### src/sv/diagonal_zigzag_reorder_macros.svh
// ----------------------------------------------------------------------------
// diagonal zigzag reorder assertion macros
// shared assertion forms, clocked on clk_i and disabled while rst_ni is low
// ----------------------------------------------------------------------------
`ifndef DIAGONAL_ZIGZAG_REORDER_MACROS_SVH
`define DIAGONAL_ZIGZAG_REORDER_MACROS_SVH

// property that must hold at every edge out of reset
`define DZR_ASSERT(lbl, prop, msg) \
  lbl: assert property (@(posedge clk_i) disable iff (!rst_ni) (prop)) else $error(msg);

// condition that must never be seen out of reset
`define DZR_ASSERT_NEVER(lbl, cond, msg) \
  lbl: assert property (@(posedge clk_i) disable iff (!rst_ni) !(cond)) else $error(msg);

`endif

### src/sv/dzr_pkg.sv
// ----------------------------------------------------------------------------
// dzr_pkg
// types and constants shared by the diagonal zigzag reorder modules
// ----------------------------------------------------------------------------
package dzr_pkg;

  localparam int unsigned ValueW     = 32;
  localparam int unsigned DimW       = 4;
  localparam int unsigned IdxW       = 3;
  localparam int unsigned StoreDepth = 64;
  localparam int unsigned StoreAddrW = $clog2(StoreDepth);
  localparam int unsigned TotalW     = StoreAddrW + 1;
  localparam int unsigned PAddrW     = 3;
  localparam int unsigned PDataW     = 32;
  localparam int unsigned JobQDepth  = 2;
  localparam int unsigned JobQPtrW   = $clog2(JobQDepth);
  localparam int unsigned JobQCntW   = $clog2(JobQDepth + 1);

  localparam logic [DimW-1:0] DimReset = 4'd8;

  typedef enum logic [0:0] {
    RegRowCount = 1'b0,
    RegColCount = 1'b1
  } reg_idx_e;

  // one traversal, dimensions already clamped
  typedef struct packed {
    logic [DimW-1:0] rows;
    logic [DimW-1:0] cols;
  } job_t;

  typedef struct packed {
    logic                  en;
    logic [StoreAddrW-1:0] addr;
  } mem_wr_t;

  function automatic logic [DimW-1:0] clamp_dim(input logic [DimW-1:0] v,
                                                input logic [DimW-1:0] vmax);
    logic [DimW-1:0] r;
    r = v;
    if (v == '0) begin
      r = {{(DimW-1){1'b0}}, 1'b1};
    end else if (v > vmax) begin
      r = vmax;
    end
    return r;
  endfunction

endpackage

### src/sv/dzr_front.sv
// ----------------------------------------------------------------------------
// dzr_front
// register port, element loading and end-of-frame detection
// ----------------------------------------------------------------------------
module dzr_front import dzr_pkg::*; #(
  parameter int unsigned MAX_DIM    = 8,
  parameter int unsigned DATA_WIDTH = 32
) (
  input  logic                     clk_i,
  input  logic                     rst_ni,
  input  logic                     psel_i,
  input  logic                     penable_i,
  input  logic                     pwrite_i,
  input  logic [PAddrW-1:0]        paddr_i,
  input  logic [PDataW-1:0]        pwdata_i,
  output logic [PDataW-1:0]        prdata_o,
  output logic                     pready_o,
  input  logic                     in_valid_i,
  output logic                     in_ready_o,
  input  logic signed [ValueW-1:0] element_value_i,
  input  logic                     hold_i,
  output mem_wr_t                  wr_o,
  output logic [DATA_WIDTH-1:0]    wr_data_o,
  output logic                     job_push_o,
  output job_t                     job_o
);

  logic [DimW-1:0]       row_count_q, col_count_q;
  logic [StoreAddrW-1:0] load_count_q, load_count_d;
  logic [DimW-1:0]       rows, cols;
  logic [TotalW-1:0]     total, load_next;
  logic                  accept, frame_done, cfg_wr;
  reg_idx_e              reg_idx;

  assign pready_o = 1'b1;
  assign cfg_wr   = psel_i && penable_i && pwrite_i;
  assign reg_idx  = reg_idx_e'(paddr_i[PAddrW-1]);

  always_ff @(posedge clk_i or negedge rst_ni) begin
    if (!rst_ni) begin
      row_count_q <= DimReset;
      col_count_q <= DimReset;
    end else if (cfg_wr) begin
      unique case (reg_idx)
        RegRowCount: row_count_q <= pwdata_i[DimW-1:0];
        RegColCount: col_count_q <= pwdata_i[DimW-1:0];
        default: ;
      endcase
    end
  end

  always_comb begin
    unique case (reg_idx)
      RegRowCount: prdata_o = {{(PDataW-DimW){1'b0}}, row_count_q};
      RegColCount: prdata_o = {{(PDataW-DimW){1'b0}}, col_count_q};
      default:     prdata_o = '0;
    endcase
  end

  assign rows  = clamp_dim(row_count_q, DimW'(MAX_DIM));
  assign cols  = clamp_dim(col_count_q, DimW'(MAX_DIM));
  assign total = TotalW'({{DimW{1'b0}}, rows} * {{DimW{1'b0}}, cols});

  assign in_ready_o = !hold_i;
  assign accept     = in_valid_i && in_ready_o;
  assign load_next  = {1'b0, load_count_q} + TotalW'(1);
  // a shrunk frame size can end the frame on the very next item
  assign frame_done = load_next >= total;

  assign wr_o.en   = accept && ({1'b0, load_count_q} < total);
  assign wr_o.addr = load_count_q;

  generate
    if (DATA_WIDTH > ValueW) begin : g_sext
      assign wr_data_o = {{(DATA_WIDTH-ValueW){element_value_i[ValueW-1]}}, element_value_i};
    end else if (DATA_WIDTH == ValueW) begin : g_same
      assign wr_data_o = element_value_i;
    end else begin : g_trunc
      assign wr_data_o = element_value_i[DATA_WIDTH-1:0];
    end
  endgenerate

  assign job_push_o = accept && frame_done;
  assign job_o.rows = rows;
  assign job_o.cols = cols;

  always_comb begin
    load_count_d = load_count_q;
    if (accept) begin
      load_count_d = frame_done ? '0 : load_next[StoreAddrW-1:0];
    end
  end

  always_ff @(posedge clk_i or negedge rst_ni) begin
    if (!rst_ni) begin
      load_count_q <= '0;
    end else begin
      load_count_q <= load_count_d;
    end
  end

endmodule

### src/sv/dzr_job_fifo.sv
// ----------------------------------------------------------------------------
// dzr_job_fifo
// short queue of traversal jobs between the loader and the walker
// ----------------------------------------------------------------------------
module dzr_job_fifo import dzr_pkg::*; (
  input  logic clk_i,
  input  logic rst_ni,
  input  logic push_i,
  input  job_t job_i,
  input  logic pop_i,
  output logic valid_o,
  output job_t job_o
);

  job_t                entries_q [JobQDepth];
  logic [JobQPtrW-1:0] wr_ptr_q, rd_ptr_q;
  logic [JobQCntW-1:0] count_q;
  logic                do_push, do_pop;

  assign valid_o = count_q != '0;
  assign job_o   = entries_q[rd_ptr_q];
  assign do_push = push_i && (count_q != JobQCntW'(JobQDepth));
  assign do_pop  = pop_i && valid_o;

  always_ff @(posedge clk_i) begin
    if (do_push) begin
      entries_q[wr_ptr_q] <= job_i;
    end
  end

  always_ff @(posedge clk_i or negedge rst_ni) begin
    if (!rst_ni) begin
      wr_ptr_q <= '0;
      rd_ptr_q <= '0;
      count_q  <= '0;
    end else begin
      if (do_push) begin
        wr_ptr_q <= wr_ptr_q + JobQPtrW'(1);
      end
      if (do_pop) begin
        rd_ptr_q <= rd_ptr_q + JobQPtrW'(1);
      end
      priority if (do_push && !do_pop) begin
        count_q <= count_q + JobQCntW'(1);
      end else if (do_pop && !do_push) begin
        count_q <= count_q - JobQCntW'(1);
      end
    end
  end

endmodule

### src/sv/dzr_back.sv
// ----------------------------------------------------------------------------
// dzr_back
// element store, zigzag walker, read stage and output register
// ----------------------------------------------------------------------------
`include "diagonal_zigzag_reorder_macros.svh"

module dzr_back import dzr_pkg::*; #(
  parameter int unsigned DATA_WIDTH = 32
) (
  input  logic                     clk_i,
  input  logic                     rst_ni,
  input  mem_wr_t                  wr_i,
  input  logic [DATA_WIDTH-1:0]    wr_data_i,
  input  logic                     job_valid_i,
  input  job_t                     job_i,
  output logic                     job_pop_o,
  output logic                     busy_o,
  output logic                     out_valid_o,
  input  logic                     out_ready_i,
  output logic signed [ValueW-1:0] out_value_o,
  output logic [IdxW-1:0]          out_row_o,
  output logic [IdxW-1:0]          out_col_o,
  output logic                     out_last_o
);

  typedef enum logic [1:0] {
    WkIdle = 2'b01,
    WkWalk = 2'b10
  } walk_state_e;

  walk_state_e state_q, state_d;
  job_t        job_q;
  logic [TotalW-1:0]     total_q;
  logic [IdxW-1:0]       row_q, row_d, col_q, col_d;
  logic                  up_q, up_d;
  logic [StoreAddrW-1:0] k_q, k_d;

  logic [DATA_WIDTH-1:0] mem_q [StoreDepth];
  logic [DATA_WIDTH-1:0] rd_data_q;
  logic                  rd_valid_q, rd_last_q;
  logic [IdxW-1:0]       rd_row_q, rd_col_q;

  logic                  out_valid_q, out_last_q;
  logic [IdxW-1:0]       out_row_q, out_col_q;
  logic [DATA_WIDTH-1:0] out_data_q;

  logic                  walking, issue, rd_adv, is_last, at_last_col, at_last_row;
  logic [TotalW-1:0]     addr_full;
  logic [StoreAddrW-1:0] addr;

  assign walking   = state_q == WkWalk;
  assign busy_o    = walking;
  assign job_pop_o = (state_q == WkIdle) && job_valid_i;

  assign rd_adv = rd_valid_q && (!out_valid_q || out_ready_i);
  assign issue  = walking && (!rd_valid_q || rd_adv);

  assign is_last     = {1'b0, k_q} == total_q - TotalW'(1);
  assign at_last_col = {1'b0, col_q} == job_q.cols - DimW'(1);
  assign at_last_row = {1'b0, row_q} == job_q.rows - DimW'(1);

  assign addr_full = TotalW'({{DimW{1'b0}}, row_q} * {{IdxW{1'b0}}, job_q.cols})
                     + {{(TotalW-IdxW){1'b0}}, col_q};
  assign addr      = addr_full[StoreAddrW-1:0];

  // next position of the walk along the anti-diagonals
  always_comb begin
    state_d = state_q;
    row_d   = row_q;
    col_d   = col_q;
    up_d    = up_q;
    k_d     = k_q;
    unique case (state_q)
      WkIdle: begin
        if (job_valid_i) begin
          state_d = WkWalk;
          row_d   = '0;
          col_d   = '0;
          up_d    = 1'b1;
          k_d     = '0;
        end
      end
      WkWalk: begin
        if (issue) begin
          if (is_last) begin
            state_d = WkIdle;
          end else begin
            k_d = k_q + StoreAddrW'(1);
            if (up_q) begin
              priority if (at_last_col) begin
                row_d = row_q + IdxW'(1);
                up_d  = 1'b0;
              end else if (row_q == '0) begin
                col_d = col_q + IdxW'(1);
                up_d  = 1'b0;
              end else begin
                row_d = row_q - IdxW'(1);
                col_d = col_q + IdxW'(1);
              end
            end else begin
              priority if (at_last_row) begin
                col_d = col_q + IdxW'(1);
                up_d  = 1'b1;
              end else if (col_q == '0) begin
                row_d = row_q + IdxW'(1);
                up_d  = 1'b1;
              end else begin
                row_d = row_q + IdxW'(1);
                col_d = col_q - IdxW'(1);
              end
            end
          end
        end
      end
      default: state_d = WkIdle;
    endcase
  end

  always_ff @(posedge clk_i or negedge rst_ni) begin
    if (!rst_ni) begin
      state_q <= WkIdle;
      row_q   <= '0;
      col_q   <= '0;
      up_q    <= 1'b0;
      k_q     <= '0;
    end else begin
      state_q <= state_d;
      row_q   <= row_d;
      col_q   <= col_d;
      up_q    <= up_d;
      k_q     <= k_d;
    end
  end

  always_ff @(posedge clk_i) begin
    if (job_pop_o) begin
      job_q   <= job_i;
      total_q <= TotalW'({{DimW{1'b0}}, job_i.rows} * {{DimW{1'b0}}, job_i.cols});
    end
  end

  // element store: one write port from the loader, one registered read port
  always_ff @(posedge clk_i) begin
    if (wr_i.en) begin
      mem_q[wr_i.addr] <= wr_data_i;
    end
    if (issue) begin
      rd_data_q <= mem_q[addr];
      rd_row_q  <= row_q;
      rd_col_q  <= col_q;
      rd_last_q <= is_last;
    end
  end

  always_ff @(posedge clk_i or negedge rst_ni) begin
    if (!rst_ni) begin
      rd_valid_q  <= 1'b0;
      out_valid_q <= 1'b0;
    end else begin
      if (issue) begin
        rd_valid_q <= 1'b1;
      end else if (rd_adv) begin
        rd_valid_q <= 1'b0;
      end
      if (rd_adv) begin
        out_valid_q <= 1'b1;
      end else if (out_ready_i) begin
        out_valid_q <= 1'b0;
      end
    end
  end

  always_ff @(posedge clk_i) begin
    if (rd_adv) begin
      out_data_q <= rd_data_q;
      out_row_q  <= rd_row_q;
      out_col_q  <= rd_col_q;
      out_last_q <= rd_last_q;
    end
  end

  assign out_valid_o = out_valid_q;
  assign out_row_o   = out_row_q;
  assign out_col_o   = out_col_q;
  assign out_last_o  = out_last_q;

  generate
    if (DATA_WIDTH > ValueW) begin : g_trunc
      assign out_value_o = out_data_q[ValueW-1:0];
    end else if (DATA_WIDTH == ValueW) begin : g_same
      assign out_value_o = out_data_q;
    end else begin : g_zext
      assign out_value_o = {{(ValueW-DATA_WIDTH){1'b0}}, out_data_q};
    end
  endgenerate

  `DZR_ASSERT(a_walk_in_frame, walking |-> (({1'b0, row_q} < job_q.rows) && ({1'b0, col_q} < job_q.cols)), "walk left the matrix")
  `DZR_ASSERT(a_last_ends_walk, (issue && is_last) |=> (state_q == WkIdle), "walk kept going after last read")
  `DZR_ASSERT(a_read_stage_held, (rd_valid_q && !rd_adv) |=> (rd_valid_q && $stable(rd_row_q) && $stable(rd_col_q)), "stalled read stage lost its item")
  `DZR_ASSERT_NEVER(a_no_load_during_walk, walking && wr_i.en, "store written while the walk reads it")

endmodule

### src/sv/diagonal_zigzag_reorder.sv
// ----------------------------------------------------------------------------
// diagonal_zigzag_reorder
// collects a row-major matrix and replays it in diagonal zigzag order
// ----------------------------------------------------------------------------
// Elements are loaded one per cycle while not held off, in row-major order,
// into a 64-entry store. The item that completes a rows x cols frame queues
// a traversal job; the walker then reads the store once per cycle while the
// output is not stalled, through its single read port, and emits rows*cols
// results with row, column and a last flag. New elements are held off from
// the completing item until the walker has issued its final read. Row and
// column counts are clamped to 1..MAX_DIM when a frame is classified, and a
// size change part-way through a frame takes effect on the next item.
module diagonal_zigzag_reorder import dzr_pkg::*; #(
  parameter int unsigned MAX_DIM    = 8,
  parameter int unsigned DATA_WIDTH = 32
) (
  input  logic                     clk_i,
  input  logic                     rst_ni,
  input  logic                     psel,
  input  logic                     penable,
  input  logic                     pwrite,
  input  logic [PAddrW-1:0]        paddr,
  input  logic [PDataW-1:0]        pwdata,
  output logic [PDataW-1:0]        prdata,
  output logic                     pready,
  input  logic                     in_valid_i,
  output logic                     in_ready_o,
  input  logic signed [ValueW-1:0] element_value_i,
  output logic                     out_valid_o,
  input  logic                     out_ready_i,
  output logic signed [ValueW-1:0] out_value_o,
  output logic [IdxW-1:0]          out_row_o,
  output logic [IdxW-1:0]          out_col_o,
  output logic                     out_last_o
);

  mem_wr_t               wr;
  logic [DATA_WIDTH-1:0] wr_data;
  logic                  job_push, job_pop, job_valid, walk_busy, hold;
  job_t                  job_in, job_out;

  // the store is shared, so loading waits until the walk has read it all
  assign hold = job_valid || walk_busy;

  dzr_front #(
    .MAX_DIM   (MAX_DIM),
    .DATA_WIDTH(DATA_WIDTH)
  ) u_front (
    .clk_i          (clk_i),
    .rst_ni         (rst_ni),
    .psel_i         (psel),
    .penable_i      (penable),
    .pwrite_i       (pwrite),
    .paddr_i        (paddr),
    .pwdata_i       (pwdata),
    .prdata_o       (prdata),
    .pready_o       (pready),
    .in_valid_i     (in_valid_i),
    .in_ready_o     (in_ready_o),
    .element_value_i(element_value_i),
    .hold_i         (hold),
    .wr_o           (wr),
    .wr_data_o      (wr_data),
    .job_push_o     (job_push),
    .job_o          (job_in)
  );

  dzr_job_fifo u_job_fifo (
    .clk_i  (clk_i),
    .rst_ni (rst_ni),
    .push_i (job_push),
    .job_i  (job_in),
    .pop_i  (job_pop),
    .valid_o(job_valid),
    .job_o  (job_out)
  );

  dzr_back #(
    .DATA_WIDTH(DATA_WIDTH)
  ) u_back (
    .clk_i      (clk_i),
    .rst_ni     (rst_ni),
    .wr_i       (wr),
    .wr_data_i  (wr_data),
    .job_valid_i(job_valid),
    .job_i      (job_out),
    .job_pop_o  (job_pop),
    .busy_o     (walk_busy),
    .out_valid_o(out_valid_o),
    .out_ready_i(out_ready_i),
    .out_value_o(out_value_o),
    .out_row_o  (out_row_o),
    .out_col_o  (out_col_o),
    .out_last_o (out_last_o)
  );

endmodule
### config.mk
export PLATFORM = sky130hd
export DESIGN_NAME = diagonal_zigzag_reorder
export DESIGN_NICKNAME = d
export VERILOG_FILES = /design/src/sv/dzr_pkg.sv /design/src/sv/dzr_front.sv /design/src/sv/dzr_job_fifo.sv /design/src/sv/dzr_back.sv /design/src/sv/diagonal_zigzag_reorder.sv
export VERILOG_INCLUDE_DIRS = /design/src /design/src/sv
export SDC_FILE = /design/constraint.sdc
export NUM_CORES = 2
export LEC_CHECK = 0
export BUFFER_PORTS_ARGS = -buffer_cell sky130_fd_sc_hd__buf_2
export CAP_MARGIN = 20
export CORE_MARGIN = 2
export CORE_UTILIZATION = 55
export CTS_CLUSTER_DIAMETER = 120
export CTS_CLUSTER_SIZE = 8
export DETAILED_ROUTE_END_ITERATION = 8
export HOLD_SLACK_MARGIN = 0.1
export PLACE_DENSITY = 0.77
export SKIP_CTS_REPAIR_TIMING = 1
export SLEW_MARGIN = 15
export SYNTH_ARGS = -nofsm -noshare
export SYNTH_HDL_FRONTEND = slang
export SYNTH_SLANG_ARGS = --single-unit
### constraint.sdc
create_clock -name clk_i -period 17.5 [get_ports clk_i]
set_clock_uncertainty 0.05 [all_clocks]
set_input_delay 1.75 -clock clk_i [delete_from_list [all_inputs] [get_ports clk_i]]
set_output_delay 1.75 -clock clk_i [all_outputs]
set_load 0.05 [all_outputs]
==> Word level (Yosys, flattened, before mapping) <==
Memory sizes are Yosys's and may differ from the RTL's. A register that Yosys moved wholly into a read port is not among the register bits.
Index checks and enable logic that the tools add are counted.
{ "word_totals": {"reg_bits": 96, "latch_bits": 0, "mem_bits_rw": 2064, "mem_bits_ro": 0, "output_inout_bits": 74, "wordCells": 144, "memories": 2} }
{ "classes": {"addsub": 14, "multipliers": 3, "n_div": 0, "order_cmp": 4, "eq_ne": 14, "shift": 0, "n_mux": 48, "n_bitwise": 1, "reduce_logical": 35} }
{ "memory_table": {"columns": ["memory", "words", "width", "read_ports", "rd_ports_with_merged_regs", "wr", "line", "source"], "rows": [
  ["u_back.mem_q", 64, 32, 1, 1, 1, "dzr_back.sv:38", "logic [DATA_WIDTH-1:0] mem_q [StoreDepth];"],
  ["u_job_fifo.entries_q", 2, 8, 1, 0, 1, "dzr_job_fifo.sv:15", "job_t entries_q [JobQDepth];"]
]} }
{ "ops": {"columns": ["op", "count"], "rows": [
  ["32-bit one-hot mux with 2 select lines", 1],
  ["3-bit 2-to-1 mux", 13],
  ["6-bit 2-to-1 mux", 4],
  ["1-bit 2-to-1 mux", 16],
  ["4-bit 2-to-1 mux", 4],
  ["4-bit by 4-bit multiplier with 7-bit output", 2],
  ["1-bit logical AND", 12],
  ["3-bit one-hot mux with 2 select lines", 2],
  ["6-bit one-hot mux with 2 select lines", 1],
  ["6-bit AND reduction", 2],
  ["2-bit 2-to-1 mux", 5],
  ["2-bit inequality test (second input constant)", 5],
  ["2-bit nonzero test", 5],
  ["3-bit by 4-bit equality test with 1-bit output", 2],
  ["4-bit > comparator (second input constant)", 2],
  ["4-bit logical NOT", 2],
  ["4-bit by 1-bit subtractor with 4-bit output (second input constant)", 2],
  ["6-bit by 1-bit adder with 7-bit output (second input constant)", 1],
  ["6-bit by 7-bit equality test with 1-bit output", 1],
  ["7-bit >= comparator", 1],
  ["6-bit by 7-bit < comparator with 1-bit output", 1],
  ["7-bit by 1-bit subtractor with 7-bit output (second input constant)", 1],
  ["3-bit by 1-bit adder with 3-bit output (second input constant)", 2],
  ["6-bit by 1-bit adder with 6-bit output (second input constant)", 1],
  ["21 further kinds", 31]
]} }

==> Longest topological paths before layout <==
{ "depth": {"ltp_word": 11, "mapped_depth": 19, "depth_no_buf": 19} }

==> By module <==
A second synthesis with hierarchy kept.
{ "unflattened": {"hier_cells": 3849, "area_unflattened_um2": 85630.9} }
{ "by_module_without_submodules": {"columns": ["module", "instances", "cells_per_inst", "area_per_inst_um2", "seq_area_each_um2"], "rows": [
  ["dzr_back", 1, 3581, 82918.3, 64718.3],
  ["dzr_front", 1, 223, 1923.1, 352.8],
  ["dzr_job_fifo", 1, 44, 783.3, 580.6],
  ["diagonal_zigzag_reorder", 1, 1, 6.3, 0.0]
]} }

==> Least setup slack after synthesis <==
Ideal clock, no wire load.
{ "synth_timing": {"path_kind": "reg-to-reg", "start": "register u_front.row_count_q[3]", "end": "memory u_back.mem_q[21][0] (enable)", "setup_ns": 0.502, "arrival_time_ns": 6.709, "required_ns": 16.948, "path_slack_ns": 10.239, "stages_incl_launch_ff": 16, "path_buffers": 1, "path_cell_list": "dfstp_2 > inv_1 > o21ai_0 > inv_1 > and2_1 > fa_1 > fa_1 > fa_1 > inv_1 > ha_1 > o21a_1 > o21ai_0 > a21o_1 > nand2_1 > clkbuf_1 > nor4_1"} }
{ "synth_rtl": {"columns": ["element", "line", "source"], "rows": [
  ["start: declaration", "dzr_front.sv:28", "logic [DimW-1:0] row_count_q, col_count_q;"],
  ["start signal: assignment", "dzr_front.sv:41", "row_count_q <= DimReset;"],
  ["start signal: assignment", "dzr_front.sv:45", "RegRowCount: row_count_q <= pwdata_i[DimW-1:0];"],
  ["end: declaration", "dzr_back.sv:38", null]
]} }

==> Worst setup path in the final report <==
{ "layout_timing": {"start": "register u_back.row_q[1]", "end": "register u_back.rd_data_q[25], read port of u_back.mem_q, data pin"} }
{ "layout_via": {"elab_chain_cells": 2} }
{ "layout_lines": {"columns": ["element", "line", "source"], "rows": [
  ["start: declaration", "dzr_back.sv:34", "logic [IdxW-1:0] row_q, row_d, col_q, col_d;"],
  ["start signal: assignment", "dzr_back.sv:128", "row_q <= row_d;"],
  ["3-bit by 4-bit multiplier with 6-bit output", "dzr_back.sv:62", "assign addr_full = TotalW'({{DimW{1'b0}}, row_q} * {{IdxW{1'b0}}, job_q.cols})"],
  ["6-bit by 3-bit adder with 6-bit output", "dzr_back.sv:63", "+ {{(TotalW-IdxW){1'b0}}, col_q};"],
  ["end: declaration", "dzr_back.sv:39", "logic [DATA_WIDTH-1:0] rd_data_q;"]
]} }
Every way passes these cells.
A chain may end at the register's enable or synchronous reset.

==> flow_metrics.tcl <==
set metrics [dict create \
    highest-signal-layer "met5" \
    synth_area_leaders "edfxtp_1 (76%), mux4_2 (14%), nand2_1 (1.2%)" \
    routedWlPerCell_um 33.76 \
    hold_path.class "reg -> reg" \
    postRouteAntennaNets 0 \
    drv_cap 0 \
    cp_cell_sequence "inv_1 -> nor2_1 -> fa_1 -> inv_1 -> fa_1 -> fa_4 -> buf_4 -> buf_12 -> mux2i_1 -> a211oi_1 -> a21oi_1 -> a2111oi_0" \
    fin_crit_sh 0.3837 \
    min_period_ns 6.714 \
    clkSinkCount 2192 \
    syn_inst 3997 \
    critPathLaunchType "register" \
    grt_pass1_vias 45295 \
    die_h_um 398.6 \
    cts_root_buf "clkbuf_16" \
    wirelength_mm 216.8 \
    required_ns 17.99 \
    rsz0062_at_grt "no" \
    critPathCaptureType "register" \
    overflow 0 \
    area_growth_pct 14.02 \
    wl_met2_mm 106.2 \
    rrSetupSlack_ns 10.79 \
    drive_above_1_share 0.2764 \
    rr_worst_depth 12 \
    layout_commonest_cell "edfxtp_1" \
    layout_common_cells "edfxtp_1 (2,157), mux4_2 (537), clkbuf_16 (328), nand2_1 (274), buf_4 (129)" \
    hold_violations 0 \
    port-buffer-count 88 \
    r2r_end "u_back.rd_data_q[25]" \
    drtIter0Drc 5787 \
    finalMaxSlewViolations 0 \
    synth-edff-count 2157 \
    ys_seq_area_frac 0.7664 \
    yosys_warnings 0 \
    cp_top_family "adder cells" \
    hpwl_mm 106.5 \
    drt-met1-wl_mm 75.74 \
    relSlewSlack 0.2636 \
    setup_viol 0 \
    power_leakage_uw 0.03179 \
    utilization 0.6325 \
    power.density_nw_per_um2 169.5 \
    synth_area_um2 85660 \
    vdd_drop_max_v 0.0002315 \
    clk_pin_slew_worst_paths_ns 0.05 \
    tns_ns 0 \
    grt_first_pass_wirelength_mm 311.7 \
    crit_type "reg -> reg" \
    max_freq_mhz 148.9 \
    antenna_found_initial 6 \
    design.core.area_um2 154400 \
    outcome "finished clean" \
    critPathLaunch "u_back.row_q[1]" \
    ioPinCount 148 \
    timing.rr.start "u_back.row_q[1]" \
    dr.pass1.iters 6 \
    ys_types 73 \
    rows 144 \
    path_buf_inv 4 \
    cts_tree "built" \
    wl_met3_mm 23.90 \
    synthArstFlopShare 0.01597 \
    whs_ns 0.3597 \
    synth_seq_cells 2192 \
    worst-slew-pin-transition_ns 1.105 \
    grt_max_degree 145 \
    dr_total_vias 43696 \
    die_w_um 398.6 \
    cts_buffer_depth 4 \
    globalplace.congestion 0.8169 \
    crit_slowest_cell "fa_4" \
    start_util 0.5548 \
    ys.flop_type "edfxtp_1" \
    dieArea_um2 158900 \
    drc 0 \
    synth_top_area_share 0.7562 \
    synth_top_area_cell "edfxtp_1" \
    grt_usage 0.2757 \
    cts_made_buffers 323 \
    cp_num_cells 12 \
    layout.nets 4476 \
    finalPower_uw 16550 \
    cp_data_arrival_time_ns 7.21 \
    syn_area_per_cell_um2 21.43 \
    path_max_fanout 144 \
    slowest_delay_ns 1.15 \
    via_per_inst 6.805 \
    insertion_delay_ns 0.92 \
    cp-endpoint "u_back.rd_data_q[25]" \
    htree_levels 5 \
]
worst min path at each step:
| stage | start | endpoint | slack [ns] | cells after the start |
|---|---|---|---|---|
| 2_1_floorplan | u_back.rd_col_q[0] | u_back.out_col_o[0] | 0.35 | 0 |
| 3_3_place_gp | u_back.rd_data_q[7] | u_back.out_value_o[7] | 0.35 | 0 |
| 3_5_place_dp | u_back.rd_data_q[13] | u_back.out_value_o[13] | 0.35 | 0 |
| 4_1_cts | u_back.rd_row_q[2] | u_back.out_row_o[2] | 0.36 | 0 |
| 5_1_grt | u_back.rd_row_q[2] | u_back.out_row_o[2] | 0.37 | 0 |
| 6_report | u_back.rd_data_q[3] | u_back.out_value_o[3] | 0.36 | 0 |
report_power, final:
| part | leakage, µW | internal, µW | switching (µW) | total (µW) |
|---|---|---|---|---|
| combinational | 0.00782 | 2080 | 3010 | 5090 |
| sequential | 0.0198 | 6020 | 92.6 | 6110 |
| clock | 0.00412 | 3290 | 2060 | 5350 |
| total | 0.0318 | 11400 | 5170 | 16600 |
registers in the layout, summed over array words and instances, names as in the netlist, 6 cells and up:
name	cells
u_back.mem_q	2048
u_back.out_value_o	32
u_back.rd_data_q	32
u_job_fifo.entries_q	16
u_back.job_q	8
u_back.total_q	7
u_back.k_q	6
u_front.load_count_q	6
cell families (layout without fill, tap and decap cells):
group	after synthesis	in the layout	synth area share
buffers and inverters	281	631	0.01732
adders and majority gates	66	66	0.01066
xor gates and xnor gates	43	43	0.004397
and+or+nand+nor	586	586	0.03287
DFF	2192	2192	0.7664
other	2	32	0.00008767
muxes	632	632	0.1526
AOI/OAI and AO/OA	195	195	0.01567
layer usage:
layer / global-route usage / up-vias
met2: 0.4427 / 3259
li1: - / 17034
met3: 0.06567 / 587
met5: 0 / -
met1: 0.3601 / 22810
met4: 0.1297 / 6
through the flow:
stage                     setup slack, ns  instances  instance area (µm²)
after global routing                10.64       6419                97660
after floorplan                     10.24       4024                85760
after detailed placement            10.97       6041                88920
after CTS                           10.86       6403                97320
after global placement              10.99       6041                88920
final                               10.79       6421                97660
Yosys cell counts, drive strengths merged (12+ instances only):
master / instances
edfxtp: 2157
mux4: 537
nand2: 275
buf: 168
mux2i: 77
nor2: 74
clkbuf: 68
ha: 53
and3: 44
inv: 44
nand3: 42
a31oi: 38
a211oi: 32
dfrtp: 32
nor3: 32
a21oi: 29
o21ai: 28
nor4: 24
xor2: 22
nor2b: 21
xnor2: 21
and2: 19
and4: 19
a22oi: 18
a32oi: 18
mux2: 18
fa: 12
final cells by class:
type | instances | area, µm²
flip-flops and latches | 2192 | 65650
multi-input cells | 1551 | 19160
repair buffers | 224 | 1720
inverters | 45 | 168.9
diodes | 3 | 7.507
well taps | 2044 | 2557
fillers | 9634 | 56740
clock inverters | 9 | 101.3
clock buffers | 353 | 8302
worst register-to-register path, cell delays in order, from the launching register on:
cell       delay [ns]
dfrtp_1          0.45
inv_1            0.18
nor2_1           0.08
fa_1             0.50
inv_1            0.05
fa_1             0.48
fa_4             1.15
buf_4            0.75
buf_12           0.80
mux2i_1          0.33
a211oi_1         0.37
a21oi_1          0.21
a2111oi_0        0.94
(Power assumes the default switching activity.)
